--- src/text_console_writer_unit_defines.svh ---
// ---------------------------------------------------------------------------
// Text console writer: assertion macros
// Shared property shorthands, clocked on clk_i and disabled while in reset.
// ---------------------------------------------------------------------------
`ifndef TEXT_CONSOLE_WRITER_UNIT_DEFINES_SVH
`define TEXT_CONSOLE_WRITER_UNIT_DEFINES_SVH

// The consequent must hold in the same cycle as the antecedent.
`define TCW_ASSERT_SAME(label, ante, cons) \
  label: assert property (@(posedge clk_i) disable iff (!rst_ni) (ante) |-> (cons)) \
    else $error("text console writer: same-cycle check failed");

// The consequent must hold in the cycle after the antecedent.
`define TCW_ASSERT_NEXT(label, ante, cons) \
  label: assert property (@(posedge clk_i) disable iff (!rst_ni) (ante) |=> (cons)) \
    else $error("text console writer: next-cycle check failed");

`endif

--- src/tcw_pkg.sv ---
// ---------------------------------------------------------------------------
// Text console writer package
// Screen geometry, derived widths, character codes and the control and
// status bundles between the controller and the datapath.
// ---------------------------------------------------------------------------
`default_nettype none

package tcw_pkg;

  localparam int COLUMNS  = 80;
  localparam int ROWS     = 25;
  localparam int CELLS    = COLUMNS * ROWS;
  localparam int TAB_STOP = 8;

  localparam int ADDR_W = $clog2(CELLS);
  localparam int CNT_W  = $clog2(CELLS + 1);
  localparam int COL_W  = $clog2(COLUMNS);
  localparam int ROW_W  = $clog2(ROWS);
  localparam int CHAR_W = 8;
  localparam int ATTR_W = 8;
  localparam int CELL_W = CHAR_W + ATTR_W;

  localparam logic [CHAR_W-1:0] CH_BS    = 8'h08;
  localparam logic [CHAR_W-1:0] CH_TAB   = 8'h09;
  localparam logic [CHAR_W-1:0] CH_LF    = 8'h0A;
  localparam logic [CHAR_W-1:0] CH_CR    = 8'h0D;
  localparam logic [CHAR_W-1:0] CH_SPACE = 8'h20;

  localparam logic              REG_TEXT_ATTR = 1'b0;
  localparam logic [ATTR_W-1:0] ATTR_RESET    = 8'h0F;

  typedef struct packed {
    logic accept;
    logic clear;
    logic scroll;
  } tcw_cmd_t;

  typedef struct packed {
    logic need_scroll;
    logic clear_last;
    logic scroll_last;
  } tcw_stat_t;

endpackage

`default_nettype wire

--- src/tcw_ctrl.sv ---
// ---------------------------------------------------------------------------
// Text console writer controller
// Sequences the clearing pass after reset, item acceptance and the scroll.
// ---------------------------------------------------------------------------
`default_nettype none

module tcw_ctrl (
  input  wire logic              clk_i,
  input  wire logic              rst_ni,
  input  wire logic              start_i,
  input  wire tcw_pkg::tcw_stat_t stat_i,
  output tcw_pkg::tcw_cmd_t      cmd_o,
  output logic                   busy_o,
  output logic                   done_o
);

  localparam logic [1:0] S_CLEAR  = 2'd0;
  localparam logic [1:0] S_IDLE   = 2'd1;
  localparam logic [1:0] S_SCROLL = 2'd2;

  logic [1:0] state_q, state_d;
  logic       done_q, done_d;

  always_comb begin
    state_d = state_q;
    done_d  = 1'b0;
    cmd_o   = '0;
    unique case (state_q)
      S_CLEAR: begin
        cmd_o.clear = 1'b1;
        if (stat_i.clear_last) begin
          state_d = S_IDLE;
        end
      end
      S_IDLE: begin
        if (start_i) begin
          cmd_o.accept = 1'b1;
          if (stat_i.need_scroll) begin
            state_d = S_SCROLL;
          end else begin
            done_d = 1'b1;
          end
        end
      end
      S_SCROLL: begin
        cmd_o.scroll = 1'b1;
        if (stat_i.scroll_last) begin
          state_d = S_IDLE;
          done_d  = 1'b1;
        end
      end
      default: begin
        state_d = S_IDLE;
      end
    endcase
  end

  always_ff @(posedge clk_i or negedge rst_ni) begin
    if (!rst_ni) begin
      state_q <= S_CLEAR;
      done_q  <= 1'b0;
    end else begin
      state_q <= state_d;
      done_q  <= done_d;
    end
  end

  assign busy_o = (state_q != S_IDLE);
  assign done_o = done_q;

endmodule

`default_nettype wire

--- config.mk ---
export PLATFORM = sky130hd
export DESIGN_NAME = tcw_ctrl
export DESIGN_NICKNAME = d
export VERILOG_FILES = /design/src/text_console_writer_unit_defines.svh /design/src/tcw_pkg.sv /design/src/tcw_ctrl.sv
export SDC_FILE = /design/constraint.sdc
export NUM_CORES = 1
export LEC_CHECK = 0
export BUFFER_PORTS_ARGS = -buffer_cell sky130_fd_sc_hd__clkbuf_2
export CAP_MARGIN = 20
export CORE_AREA = 4 4 41 43
export CTS_CLUSTER_DIAMETER = 50
export DETAILED_ROUTE_END_ITERATION = 6
export DIE_AREA = 0 0 45 47
export GPL_ROUTABILITY_DRIVEN = 0
export GPL_TIMING_DRIVEN = 0
export SETUP_SLACK_MARGIN = 0.1
export SLEW_MARGIN = 20
export SYNTH_ARGS = -nofsm -noshare
export SYNTH_HDL_FRONTEND = slang
export SYNTH_SLANG_ARGS = --single-unit
--- constraint.sdc ---
create_clock -name clk_i -period 4.3 [get_ports clk_i]
set_input_delay 0.86 -clock clk_i [delete_from_list [all_inputs] [get_ports clk_i]]
set_output_delay 0.86 -clock clk_i [all_outputs]
set_load 0.01 [all_outputs]
==> metrics <==
Reg2Reg Depth 5; Yosys reg bits 3; MaxCap Viol Count 0; pwr dens ~700 nW/um^2; Unique masters post-synth 12; Fin Hold WS around 410 ps; drt total wl roughly 520 um; full die area 2120 sq um; DRC viols 0; synthesized cell area around 240 sq um; Synth Area in Compound Gates 0.128; iteration-0 DRC count of the detailed router 5; DRT antenna net count 0; Via Count 184; die width ~45 um; port bufs 10; Cell Rows 13; CTS tree yes; first-pass GRT wire length a little under 1000 um; Hold Fails Final Rpt 0; Worst setup EP type output pin; Final Skew between 5 and 6 ps; status complete, no violations; mux contribution to synthesized area 0.103; fill count approximately 150; CTS resizes 0; initial antenna violation count 0; core area ~1300 sq um; Final period util 0.483; cts hold-fix bufs 0; register area share after synthesis 0.308; Slew @ Worst Pin about 210 ps; Layout area overhead 39.0%; # setup viols final 0; CP dominant cell by count inv_1; WS Path Type reg -> out; Avg Inst Size Synth between 10 and 15 sq um; Worst Hold Class in -> async; largest net degree at the start of global routing 5; setup slack after layout around 2200 ps; worst reg2reg setup slack between 2000 and 3000 ps; post-CTS setup buffer count 0; Max-slew headroom 0.859; WP data required ~3400 ps; vias in the first global route roughly 220; Fin Setup TNS 0 ps; Worst-path clk slew roughly 40 ps; Startpoint Class flop; DP HPWL ~460 um; Post-Synth Adder-Cell Area 0.256; commonest non-fill, non-tap cell in the layout clkbuf_2; critical path cell sequence inv_1, ha_1, nand2_1, inv_1, clkbuf_2; Total GRT Usage 0.0735; Via density 3.61; Synth Area in Simple Gates 0.144; VDD IR max 0.208 mV; Clock Tree Root clkbuf_4; CTS Sinks 3; clock latency at the later pin of the worst-skew pair between 200 and 250 ps; Final Max Slew Viols 0; maximum clock frequency 481 MHz; cell count after synthesis 22; RR Endpoint state_q[1]$_DFFE_PN0P_; syn_nets 33; Synthesis Warnings 0; total CTS buffers 3; crit path max fanout 4; Min Clock Period, post-route between 2000 and 2500 ps; Pre-Repair DR Iteration Count 2; layout cells sized above 1 0.472; commonest non-fill, non-tap cells in the layout clkbuf_2 (10), ha_1 (5), inv_1 (3), clkbuf_4 (3), dfrtp_1 (3); worst r2r src state_q[1]$_DFFE_PN0P_; largest family of logic cells by synthesized area adder cells; fin nets 48; Die Y 47 um; Routed WL per cell 10.2 um; slowest library cell on the worst path dfrtp_1; Setup Slack @ Placement between 2000 and 2500 ps; CP max stage delay just over 400 ps; deepest clock path buffer count 2; CP arrival between 1000 and 1500 ps; RSZ-0062 raised after global routing no; Initial Util 0.188; IO Pins 11; H-tree depth 1; xor and xnor fraction of the mapped netlist area 0; Overflow after GRT 0; LEAKAGE about 0.19 nW; antenna diode count 0
-- worst max-delay path by stage --
stage	start	end	slack [ps]	depth (start not counted)
2_1_floorplan	start_i	cmd_o[2]	2450	2
3_3_place_gp	start_i	cmd_o[2]	2270	4
3_5_place_dp	start_i	cmd_o[2]	2270	4
4_1_cts	state_q[1]$_DFFE_PN0P_	cmd_o[2]	2200	5
5_1_grt	state_q[1]$_DFFE_PN0P_	cmd_o[2]	2090	5
6_report	state_q[1]$_DFFE_PN0P_	cmd_o[2]	2220	5
-- cell type report --
class / count / area (sq um) / area share
timing repair buffer: 10 / 50.0 / 0.148
sequential: 3 / 75.1 / 0.221
multi-input combinational: 15 / 154 / 0.454
inverter: 4 / 15.0 / 0.0443
clock buffer: 4 / 26.3 / 0.0775
tap: 15 / 18.8 / 0.0554
-- routing by layer --
metal,GRT usage,part of all wire,vias to the layer above,wire [um]
met5,0,0,-,0
met2,0.107,0.46,7,241
met1,0.0750,0.47,79,243
li1,-,-,98,-
met3,0.0498,0.071,0,37
met4,0.0526,0,0,0
-- stage by stage --
stage | cells | total power [W] | instance area (sq um) | utilization
4_1_cts | 51 | 0.000244 | 339 | 0.261
5_1_grt | 51 | 0.000266 | 339 | 0.261
6_report | 51 | 0.000238 | 339 | 0.261
3_3_place_gp | 47 | 0.000186 | 313 | 0.240
3_5_place_dp | 47 | 0.000191 | 313 | 0.240
2_1_floorplan | 22 | 0.000151 | 244 | -
-- flip-flops by register name (all words and copies together), names as in the netlist --
signal and flops:
state_q 2, done_o 1
-- synth_stat cells --
master     number  area (sq um)
o21ai_0         1          5.00
mux2i_1         1          10.0
ha_1            5          62.6
nand2_1         2          7.51
dfrtp_1         3          75.1
o2111ai_4       1          26.3
nand2b_1        2          12.5
inv_2           1          3.75
inv_1           3          11.3
mux2_4          1          15.0
and2_1          1          6.26
nand2b_2        1          8.76
-- worst max-delay path, delay by kind of cell (launching register included) --
kind / cells / cell delay, ps
flops: 1 / 410
buf+inv: 3 / 280
fa+ha+maj: 1 / 210
simple gates: 1 / 80
-- cell families after synthesis --
logic type | Yosys count
AND/OR/NAND/NOR | 6
adder cells (fa/ha/maj) | 5
buffers and inverters | 4
flip-flops | 3
AO/OA/AOI/OAI | 2
multiplexers | 2
-- power by group --
part           leakage [nW]  switching, W  total [W]  internal [W]
Combinational         0.136     0.0000707   0.000136     0.0000653
Clock                0.0150     0.0000143  0.0000490     0.0000348
Sequential           0.0369     0.0000113  0.0000527     0.0000415
Note: power is estimated with default switching activity, not from simulation.
